File: src/candidate_pool_pop_best_defines.svh
// Assertion macros shared by the candidate pool RTL.
// No dependencies; each macro expects i_clk and i_rst_n in the including scope.
`ifndef CANDIDATE_POOL_POP_BEST_DEFINES_SVH
`define CANDIDATE_POOL_POP_BEST_DEFINES_SVH

// Implication checked on every clock edge outside reset.
`define CPP_ASSERT_IMP(lbl, ante, cons, msg) \
    lbl: assert property (@(posedge i_clk) disable iff (!i_rst_n) (ante) |-> (cons)) \
        else $error(msg);

// Invariant checked on every clock edge outside reset.
`define CPP_ASSERT_ALW(lbl, cond, msg) \
    `CPP_ASSERT_IMP(lbl, 1'b1, cond, msg)

`endif

File: src/cpp_pkg.sv
// Shared constants, codes and types for the candidate pool.
// No dependencies.
package cpp_pkg;

    localparam int CAPACITY    = 64;
    localparam int SLOT_W      = $clog2(CAPACITY);
    localparam int CNT_W       = $clog2(CAPACITY + 1);
    localparam int ID_W        = 32;
    localparam int DIST_W      = 32;
    localparam int SLOT_IN_W   = 6;
    localparam int COUNT_OUT_W = 7;
    localparam int CFG_IDX_W   = 2;
    localparam int CFG_DATA_W  = 7;

    localparam logic signed [ID_W-1:0] EMPTY_ID = '1;
    localparam logic [COUNT_OUT_W-1:0] ENTRY_COUNT_RST = 7'd64;

    localparam logic MODE_WRITE = 1'b0;
    localparam logic MODE_POP   = 1'b1;

    localparam logic ORDER_MIN = 1'b0;
    localparam logic ORDER_MAX = 1'b1;

    localparam logic [CFG_IDX_W-1:0] REG_ORDER_MODE  = 2'd0;
    localparam logic [CFG_IDX_W-1:0] REG_ENTRY_COUNT = 2'd1;

    typedef enum logic [2:0] {
        ST_IDLE,
        ST_WRITE,
        ST_SCAN,
        ST_POP,
        ST_EMIT
    } t_state;

    typedef struct packed {
        logic              wr_en;
        logic [SLOT_W-1:0] wr_slot;
        logic              wr_live;
        logic              rd_en;
        logic [SLOT_W-1:0] rd_slot;
        logic              clr_en;
        logic [SLOT_W-1:0] clr_slot;
    } t_store_req;

endpackage

File: src/cpp_best.sv
// Shared compare unit: keeps the best live entry seen during a scan.
// Depends on cpp_pkg.
module cpp_best (
    input  logic                               i_clk,
    input  logic                               i_rst_n,
    input  logic                               i_clear,
    input  logic                               i_sample,
    input  logic                               i_order,
    input  logic                               i_live,
    input  logic signed [cpp_pkg::ID_W-1:0]    i_id,
    input  logic signed [cpp_pkg::DIST_W-1:0]  i_dist,
    input  logic [cpp_pkg::SLOT_W-1:0]         i_slot,
    output logic                               o_have,
    output logic signed [cpp_pkg::ID_W-1:0]    o_best_id,
    output logic signed [cpp_pkg::DIST_W-1:0]  o_best_dist,
    output logic [cpp_pkg::SLOT_W-1:0]         o_best_slot
);
    import cpp_pkg::*;

    logic                     r_have;
    logic signed [ID_W-1:0]   r_best_id;
    logic signed [DIST_W-1:0] r_best_dist;
    logic [SLOT_W-1:0]        r_best_slot;
    logic                     s_better;
    logic                     s_take;

    // ties go to the later slot
    always_comb begin
        if (i_order == ORDER_MIN) begin
            s_better = (i_dist <= r_best_dist);
        end else begin
            s_better = (i_dist >= r_best_dist);
        end
        s_take = i_sample && i_live && (!r_have || s_better);
    end

    always_ff @(posedge i_clk) begin
        if (!i_rst_n) begin
            r_have <= 1'b0;
        end else if (i_clear) begin
            r_have <= 1'b0;
        end else if (s_take) begin
            r_have <= 1'b1;
        end
    end

    always_ff @(posedge i_clk) begin
        if (s_take && !i_clear) begin
            r_best_id   <= i_id;
            r_best_dist <= i_dist;
            r_best_slot <= i_slot;
        end
    end

    assign o_have      = r_have;
    assign o_best_id   = r_best_id;
    assign o_best_dist = r_best_dist;
    assign o_best_slot = r_best_slot;

endmodule

File: config.mk
export PLATFORM = sky130hd
export DESIGN_NAME = cpp_best
export DESIGN_NICKNAME = d
export VERILOG_FILES = /design/src/candidate_pool_pop_best_defines.svh /design/src/cpp_pkg.sv /design/src/cpp_best.sv
export SDC_FILE = /design/constraint.sdc
export NUM_CORES = 1
export LEC_CHECK = 0
export ABC_CLOCK_PERIOD_IN_PS = 7250
export BUFFER_PORTS_ARGS = -buffer_cell sky130_fd_sc_hd__buf_4
export CAP_MARGIN = 10
export CORE_AREA = 2 2 81 90
export CTS_BUF_LIST = sky130_fd_sc_hd__clkbuf_8 sky130_fd_sc_hd__clkbuf_16
export DETAILED_ROUTE_END_ITERATION = 6
export DIE_AREA = 0 0 83 92
export HOLD_SLACK_MARGIN = 0.02
export PLACE_DENSITY_LB_ADDON = 0.2
export SYNTH_ARGS = -nofsm -noshare
export SYNTH_HDL_FRONTEND = slang
export SYNTH_SLANG_ARGS = --single-unit
File: constraint.sdc
create_clock -name i_clk -period 7.25 [get_ports i_clk]
set_input_delay 0.3625 -clock i_clk [delete_from_list [all_inputs] [get_ports i_clk]]
set_output_delay 0.3625 -clock i_clk [all_outputs]
set_load 0.01 [all_outputs]
==> results of run 1 <==
==> layer usage <==
| metal | wire (um) | part of all wire [%] |
|---|---|---|
| met5 | 0 | 0 |
| met3 | 489 | 7.5 |
| met4 | 112 | 1.7 |
| met2 | 3070 | 47 |
| met1 | 2840 | 44 |
==> final timing paths <==
| kind | end | from | cells past startpoint | slack [ps] |
|---|---|---|---|---|
| worst max-delay path | o_best_dist[31] | o_best_dist[31] | 9 | 4320 |
| worst min-delay path | o_best_id[11] | i_id[11] | 1 | 190 |
| worst max register to register | o_best_dist[31] | o_best_dist[31] | 9 | 4320 |
| worst min register to register | o_have | o_have | 2 | 480 |
==> flip-flops by register name, indices dropped and copies added (netlist names) <==
name / flops
o_have: 1
o_best_dist: 32
o_best_slot: 6
o_best_id: 32
==> stage by stage <==
stage | instances | util [%]
2_1_floorplan | 191 | -
3_3_place_gp | 424 | 61.9
3_5_place_dp | 424 | 61.9
4_1_cts | 440 | 65.1
5_1_grt | 440 | 65.1
6_report | 440 | 65.1
==> Yosys cell counts (2+ instances only) <==
library cell	number	share of area (%)
edfxtp_1	70	70
inv_1	33	4.1
ha_1	32	13
a21oi_1	14	2.3
nand2_1	8	1.0
nand3_1	5	0.83
a21o_1	3	0.75
o21ai_0	3	0.50
nand4_1	2	0.42
nor2_1	2	0.25
nor4_2	2	0.83
==> final cells by class <==
class                   instances  area [um2]  area share, %
multi-input cells              87         773           17.3
well taps                      85         106           2.39
clock inverters                 7        96.3           2.16
clock buffers                   9         124           2.78
flip-flops and latches         71        2120           47.6
repair buffers                148        1110           24.9
inverters                      33         124           2.78
==> cell families after synthesis <==
logic type,after synthesis
DFF,71
AOI/OAI and AO/OA,28
buffers and inverters,33
xor gates and xnor gates,1
adders and majority gates,32
and+or+nand+nor,26
==> power by group <==
part	total (W)	internal [W]	leakage, nW	switching (W)
Clock	0.000346	0.000195	0.114	0.000151
Combinational	0.0000961	0.0000532	1.25	0.0000429
Sequential	0.000470	0.000465	0.650	0.00000438
Total	0.000912	0.000713	2.01	0.000198
==> worst max-delay path: stages, from the launching register on <==
cell      delay (ps)
edfxtp_1         370
inv_1             50
ha_1             330
nand4_2          130
nor4_2           330
nor3b_2          280
o31ai_1          130
a21o_1           220
a311oi_4         270
buf_4            480
==> impl_results.md, run 1 <==
* Leading cell types in the layout, fill and taps excluded: buf_4 (148), edfxtp_1 (70), inv_1 (33)
* Die area at 7640 um2
* Number of port buffers at 146
* DP HPWL at 5.07 mm
* Total Nets Final at 458
* Initial antenna violation count at 0
* Worst-path clk slew at about 80 ps
* Routed vias at about 2.1k
* Setup Fix Bufs, Post-CTS at 0
* RD Place Congestion at between 0.7 and 0.8
* Layout cells sized above 1 at 48.2%
* Crit Path Max Fanout at 37
* Kind of critical path: reg2reg
* Post-synthesis cell area at 3010 um2
* Crit path time final at 2930 ps
* ANT cells at 0
* CTS HTree Levels at 3
* Cts hold-fix bufs at 0
* Post-synthesis mux area share at 0%
* Vias in the first global route at ~2.1k
* Met1 Use GR at 23.0%
* Post-CTS Resized at 0
* Post-route setup slack at ~4300 ps
* Drc violations at 0
* Area Growth Syn to Fin at 48.2%
* Design Power at approximately 0.00091 W
* First-pass GRT wire length at 10.3 mm
* EDFF count, synth at 70
* Syn_nets at about 300
* Clk root buf: clkbuf_8
* Chip height at 92 um
* RSZ-0062 raised after global routing: false
* Synth Area in Adders at 13.3%
* Core area at 6850 um2
* Cells after Synth at 191
* DRT antenna net count at 0
* Fill count at ~550
* DRT iter0 DRCs at 72
* Final Hold Vio Count at 0
* Largest net degree at the start of global routing at 38
* Max_cap viols at 0
* Compound-Gate Fraction of Synth Area at between 5 and 6%
* CTS buffer count at 9
* Cell Pwr Density at 205 nW/um2
* GR peak layer: met2
* DRT Wirelength at 6.51 mm
* Final setup TNS at 0 ps
* Hold slack at 191 ps
* Die W at approximately 83 um
* Finish-stage setup viols at 0
* Most common flop cell mapped by yosys: edfxtp_1
* Yosys reg bits at 71
* Crit path DAT at around 2900 ps
* Setup crit end kind: register
* Via/cell ratio at 4.73
* Placed standard-cell area at 4240 um2
* Synth Area in Simple Gates at 5.78%
* Routed length per placed instance at 14.8 um
* Syn avg cell area at 15.7 um2
* Async SR Flop Fraction at 0%
* Congestion Overflow GR at 0
* Worst hold path type: in2reg
* Post-synthesis xor/xnor area fraction at less than 1%
* # rows at 32
* Startpoint types: register
* Total GRT Usage at 17.5%
* Crit path required time at around 7200 ps
* Dpl ws at 4190 ps
* Met3 GRT Util at 4.77%
* Worst-margin pin slew at 484 ps
* CTS sink cnt at 71
* Detailed Routing Iterations Pass 1 at 4
* Starting Density at 43.9%
* Status: finished, final reports clean
* Tcrit/Tclk final at 40.4%
* Skew final at 8.71 ps
* Yosys cell types at 28
* Achievable Freq at ~0.34 GHz
* CTS max path bufs at 2
* Met2 usage at approximately 27%
* Post-route cell area at 4460 um2
* Largest family of logic cells by synthesized area: adder cells
* Seq/Total Area, Yosys at between 70% and 80%
* Most common cell after layout, fill and taps aside: buf_4
* Rel. slew slack at 67.7%
* Ports at 147
* Fin. max-slew vios at 0
* Synth warnings at 0
* CTS tree: built
* LEAKAGE at 2.01 nW
* Clk_lat worst skew at 340 ps
* Peak VDD IR at 0.115 mV
Power figures use the tool's default switching activity.
==> inputs of run 2 (changes only) <==
--- a/config.mk
+++ b/config.mk
@@ -5,13 +5,13 @@
 export SDC_FILE = /design/constraint.sdc
 export NUM_CORES = 1
 export LEC_CHECK = 0
-export ABC_CLOCK_PERIOD_IN_PS = 7250
+export ABC_CLOCK_PERIOD_IN_PS = 2550
 export BUFFER_PORTS_ARGS = -buffer_cell sky130_fd_sc_hd__buf_4
 export CAP_MARGIN = 10
-export CORE_AREA = 2 2 81 90
+export CORE_AREA = 2 2 85 95
 export CTS_BUF_LIST = sky130_fd_sc_hd__clkbuf_8 sky130_fd_sc_hd__clkbuf_16
 export DETAILED_ROUTE_END_ITERATION = 6
-export DIE_AREA = 0 0 83 92
+export DIE_AREA = 0 0 87 97
 export HOLD_SLACK_MARGIN = 0.02
 export PLACE_DENSITY_LB_ADDON = 0.2
 export SYNTH_ARGS = -nofsm -noshare
==> constraint.sdc (replaced) <==
create_clock -name i_clk -period 2.55 [get_ports i_clk]
set_input_delay 0.1275 -clock i_clk [delete_from_list [all_inputs] [get_ports i_clk]]
set_output_delay 0.1275 -clock i_clk [all_outputs]
set_load 0.01 [all_outputs]
==> impl_results.md, run 2 (same netlist as run 1, synthesis figures left out) <==
* Crit path DAT at ~2900 ps
* Worst path bufs/invs at 4
* LEAKAGE at around 2.6 nW
* Crit-path cells: inv_1 > ha_4 > nand4_1 > nor2_1 > a221o_1 > o31ai_2 > nand3_1 > a311oi_4 > buf_6 > buf_8 > clkbuf_16
* Status: finished, violations left
* Fin. max-slew vios at 0
* ANT cells at 0
* Leading cell types in the layout, fill and taps excluded: buf_4 (185), dlygate4sd3_1 (71), edfxtp_1 (70)
* Crit-path slowest cell: edfxtp_1
* Die W at 87 um
* Design Power at 0.00265 W
* DRT iter0 DRCs at 111
* Tcrit/Tclk final at 109%
* CTS sink cnt at 71
* CTS tree: built
* Placed insts at around 450
* Post-route setup slack at -235 ps
* CTS buffer count at 9
* Clk_lat worst skew at 350 ps
* Achievable Freq at 0.359 GHz
* CTS max path bufs at 2
* Routed vias at 2,696
* Crit Path Max Fanout at 5
* Crit-path max cell delay at roughly 430 ps
* Non-filler cells, final at 567
* Worst-path clk slew at 90 ps
* Startpoint types: register
* CTS HTree Levels at 3
* Worst hold path type: in2reg
* RSZ-0062 raised after global routing: true
* Skew final at between 10 and 15 ps
* Final Hold Vio Count at 0
* RD Place Congestion at ~0.75
* Detailed Routing Iterations Pass 1 at 4
* Routed length per placed instance at 16.8 um
* Ports at 147
* DP HPWL at 5.44 mm
* Drc violations at 0
* Clk root buf: clkbuf_8
* DRT Wirelength at 9.51 mm
* Congestion Overflow GR at 0
* Number of port buffers at 146
* Largest net degree at the start of global routing at 22
* Most common cell after layout, fill and taps aside: buf_4
* Total GRT Usage at approximately 21%
* Crit path required time at 2620 ps
* Core area at 7390 um2
* Finish-stage setup viols at 70
* Setup crit end kind: register
* Crit path time final at around 2800 ps
* Final setup TNS at -15,460 ps
* DRT antenna net count at 0
* Vias in the first global route at 2,685
* Hold slack at about 64 ps
* Via/cell ratio at 4.75
* Peak VDD IR at 0.354 mV
* First-pass GRT wire length at 13.3 mm
* Layout cells sized above 1 at 51.5%
* Fill count at 414
* Initial antenna violation count at 0
* Family with the most delay on the worst path: compound AO/OA/AOI/OAI gates
* Die area at around 8400 um2
* Worst-margin pin slew at 352 ps
* Chip height at 97 um
* Cell Pwr Density at around 450 nW/um2
* Starting Density at 40.7%
* Max_cap viols at 0
* Area Growth Syn to Fin at 97.5%
* Final core occ at 80.4%
* Total Nets Final at between 500 and 600
* Violated checks: setup timing
* # rows at 33
* Kind of critical path: reg2reg
* Rel. slew slack at approximately 76%
==> run 2: final timing paths <==
path | startpoint | endpoint | slack (ps) | cells past startpoint
setup reg to reg | o_best_dist[10] | o_best_dist[27] | -230 | 11
setup / recovery | o_best_dist[10] | o_best_dist[27] | -230 | 11
hold reg to reg | o_have | o_have | 500 | 2
hold / removal | i_clear | o_have | 60 | 3
==> run 2: report_power, final <==
part	switching [W]	internal (W)
Combinational	0.000183	0.000304
Sequential	0.0000136	0.00132
Clock	0.000463	0.000363
==> run 2: worst reg2reg max path: stages (launching register included) <==
cell and delay (ps):
edfxtp_1 430, inv_1 120, ha_4 210, nand4_1 140
nor2_1 70, a221o_1 340, o31ai_2 280, nand3_1 150
a311oi_4 320, buf_6 160, buf_8 130, clkbuf_16 150
==> run 2: through the flow <==
stage / cell area [um2] / worst slack (ps)
final: 5940 / -235
after global routing: 5940 / -342
after CTS: 5600 / -76.9
after detailed placement: 4540 / -206
after global placement: 4540 / -161
after floorplan: 3100 / -1490
==> run 2: layout make-up <==
type / count / area, um2 / area share (%)
repair buffers: 273 / 2450 / 41.2
clock inverters: 7 / 55.1 / 0.927
inverters: 33 / 124 / 2.09
clock buffers: 9 / 124 / 2.09
multi-input cells: 87 / 960 / 16.2
well taps: 87 / 109 / 1.83
flip-flops and latches: 71 / 2120 / 35.7
==> run 2: what timing repair did <==
item,in CTS,in global routing
cloned,2,9
endpoints found under the setup margin,70,70
endpoints found under the hold margin,71,1
hold buffers,70,1
pin swaps,3,8
gates resized for setup,14,16
buffers inserted,8,7
==> run 2: layer usage <==
layer	track usage, %	wire length, um
met1	24.2	3600
met2	36.0	4980
met3	4.52	752
met4	8.17	180
met5	0	0
==> inputs of run 3 (changes only) <==
--- a/config.mk
+++ b/config.mk
@@ -5,13 +5,15 @@
 export SDC_FILE = /design/constraint.sdc
 export NUM_CORES = 1
 export LEC_CHECK = 0
+export ABC_AREA = 1
 export ABC_CLOCK_PERIOD_IN_PS = 2550
 export BUFFER_PORTS_ARGS = -buffer_cell sky130_fd_sc_hd__buf_4
 export CAP_MARGIN = 10
-export CORE_AREA = 2 2 85 95
+export CORE_AREA = 2 2 85 96
 export CTS_BUF_LIST = sky130_fd_sc_hd__clkbuf_8 sky130_fd_sc_hd__clkbuf_16
 export DETAILED_ROUTE_END_ITERATION = 6
-export DIE_AREA = 0 0 87 97
+export DIE_AREA = 0 0 87 98
+export GPL_TIMING_DRIVEN = 0
 export HOLD_SLACK_MARGIN = 0.02
 export PLACE_DENSITY_LB_ADDON = 0.2
 export SYNTH_ARGS = -nofsm -noshare
==> impl_results.md, run 3 <==
* CTS tree: built
* DP HPWL at 5.09 mm
* LEAKAGE at roughly 2.4 nW
* Clk_lat worst skew at 340 ps
* Area occupied by multi-input gates at 767 um2
* RSZ-0062 raised after global routing: false
* Ports at between 100 and 150
* Critical Path Most Common Cell: nand2_1
* CTS HTree Levels at 3
* Skew final at 8.32 ps
* Placed standard-cell area at 4280 um2
* Setup crit end kind: register
* Startpoint types: input port
* Achievable Freq at 0.427 GHz
* Syn_nets at 330
* Yosys reg bits at 71
* Die area at 8530 um2
* Yosys cell types at 17
* Peak VDD IR at 0.279 mV
* Total GRT Usage at 19.2%
* Worst-path clk slew at 80 ps
* Crit path required time at 2590 ps
* Finish-stage setup viols at 0
* Starting Density at 39.8%
* Crit-path max cell delay at 550 ps
* Worst path bufs/invs at 4
* Via/cell ratio at 4.51
* Routed vias at 2,483
* Chip height at 98 um
* Syn avg cell area at 13.7 um2
* Largest net degree at the start of global routing at 35
* Synth warnings at 0
* Clk root buf: clkbuf_8
* Core area at ~7600 um2
* Drc violations at 0
* Crit Path Max Fanout at 34
* Post-route cell area at 5260 um2
* Sequential standard cell area at approximately 2100 um2
* Tcrit/Tclk final at around nine tenths
* Area Growth Syn to Fin at 73.7%
* Met1 Use GR at 23.7%
* Most common cell after layout, fill and taps aside: buf_4
* Leading cell types in the layout, fill and taps excluded: buf_4 (146), dlygate4sd3_1 (72), edfxtp_1 (70)
* Total Nets Final at 563
* Async SR Flop Fraction at 0%
* DRT iter0 DRCs at 88
* Post-synth top cells: edfxtp_1 (70), inv_1 (41), nand2_1 (36), ha_1 (32), a21oi_1 (14)
* Worst hold path type: in2reg
* Rel. slew slack at approximately four fifths
* Most common flop cell mapped by yosys: edfxtp_1
* ANT cells at 0
* Top cells by area, synth: edfxtp_1 (69%), ha_1 (13%), inv_1 (5.1%)
* Cell Pwr Density at 517 nW/um2
* Final Hold Vio Count at 0
* Top cell type's share of synthesized area at 69.4%
* Worst-margin pin slew at 273 ps
* Kind of critical path: in2reg
* Met3 GRT Util at around 6%
* RD Place Congestion at 0.688
* Status: finished, final reports clean
* Worst r2r src: o_best_dist[11]
* Fill count at ~540
* Cells after Synth at 222
* Fin. max-slew vios at 0
* Detailed Routing Iterations Pass 1 at 4
* Met2 usage at 32.6%
* Routed length per placed instance at 14.9 um
* Worst Hold Launch: i_id[3]
* Crit-path slowest cell: dlygate4sd3_1
* EDFF count, synth at 70
* Family with the most delay on the worst path: buffers and inverters
* Crit path DAT at 2380 ps
* Crit-path cells: dlygate4sd3_1 > buf_4 > ha_1 > nand4_1 > nor3_1 > nand2_1 > nand2_1 > nand2_1 > nand2_1 > nand2_1 > nand3_1 > nand2_1 > clkinvlp_4 > buf_12
* Biggest area consumer among synthesized cells: edfxtp_1
* CTS sink cnt at 71
* CTS buffer count at 9
* Post-synthesis cell area at 3030 um2
* First-pass GRT wire length at 12.5 mm
* Crit path time final at 2340 ps
* Layout cells sized above 1 at 37.2%
* Seq/Total Area, Yosys at 70.0%
* Initial antenna violation count at 0
* CTS max path bufs at 2
* Vias in the first global route at 2,510
* Number of port buffers at 146
* Most frequent cell after synthesis: edfxtp_1
* Die W at 87 um
* GR peak layer: met2
* # rows at 34
* CP startpoint: i_dist[11]
* Design Power at 0.00272 W
* DRT Wirelength at 8.20 mm
* DRT antenna net count at 0
* Congestion Overflow GR at 0
* Max_cap viols at 0
## run 3: cell types whose count changed after synthesis, sizes merged, moves of 2 or more
cell	previous run	this run
nand2	8	38
o21a	0	2
nand4	4	2
nor2	2	11
a21boi	2	0
nor4	3	0
a21o	3	1
nor3	0	2
inv	33	41
## run 3: area by class of cell
type	count	area share, %
timing repair inverter	1	0.143
clock buffer	9	2.35
clock inverter	7	1.83
inverter	41	3.00
timing repair buffer	221	35.7
multi-input combinational	110	14.6
sequential	71	40.3
tap	90	2.14
## run 3: path summary, 6_finish.rpt
kind / end / slack (ps) / cells after the start
max: o_best_dist[4] / 210 / 14
min: o_best_id[3] / 510 / 2
max reg2reg: o_best_dist[4] / 280 / 13
min reg2reg: o_best_dist[0] / 1040 / 6
## run 3: repair_timing
item,CTS,global route
endpoints found under the hold margin,71,0
pin swaps,0,0
resized for setup,1,0
endpoints found under the setup margin,70,18
gates cloned,1,0
hold buffers,72,0
setup buffers,1,1
## run 3: worst reg2reg max path: cells and delay by family, from the launching register on
kind | cells | cell delay, ps
adder cells (fa/ha/maj) | 1 | 300
buffers and inverters | 3 | 420
flip-flops | 1 | 360
AND/OR/NAND/NOR | 9 | 870
## run 3: through the flow
stage          hold slack [ps]  cells  TNS (ps)  setup slack, ps  utilization [%]
4_1_cts                    482    549         0             41.1             68.9
5_1_grt                    490    550         0             75.6             69.1
2_1_floorplan              199    222    -18660             -267                -
6_report                   508    550         0              210             69.1
3_5_place_dp               301    459    -23820             -447             56.1
3_3_place_gp               296    458    -60790             -872             55.9
## run 3: cells by family after synthesis
| group | after synthesis | synth area share [%] |
|---|---|---|
| DFF | 71 | 70.0 |
| and+or+nand+nor | 57 | 7.80 |
| buffers and inverters | 41 | 5.08 |
| adders and majority gates | 32 | 13.2 |
| AOI/OAI and AO/OA | 20 | 3.59 |
| xor gates and xnor gates | 1 | 0.289 |
## run 3: report_power, final
part	internal (W)	total, W	switching (W)
clock	0.000554	0.00100	0.000450
combinational	0.000230	0.000380	0.000150
sequential	0.00132	0.00134	0.0000139
total	0.00211	0.00272	0.000614
## run 3: layer usage
layer | part of all wire (%) | wire (um) | vias up
met4 | 1.1 | 90 | 0
li1 | - | - | 1235
met3 | 7.7 | 627 | 9
met5 | 0 | 0 | -
met2 | 49 | 4020 | 105
met1 | 42 | 3460 | 1134
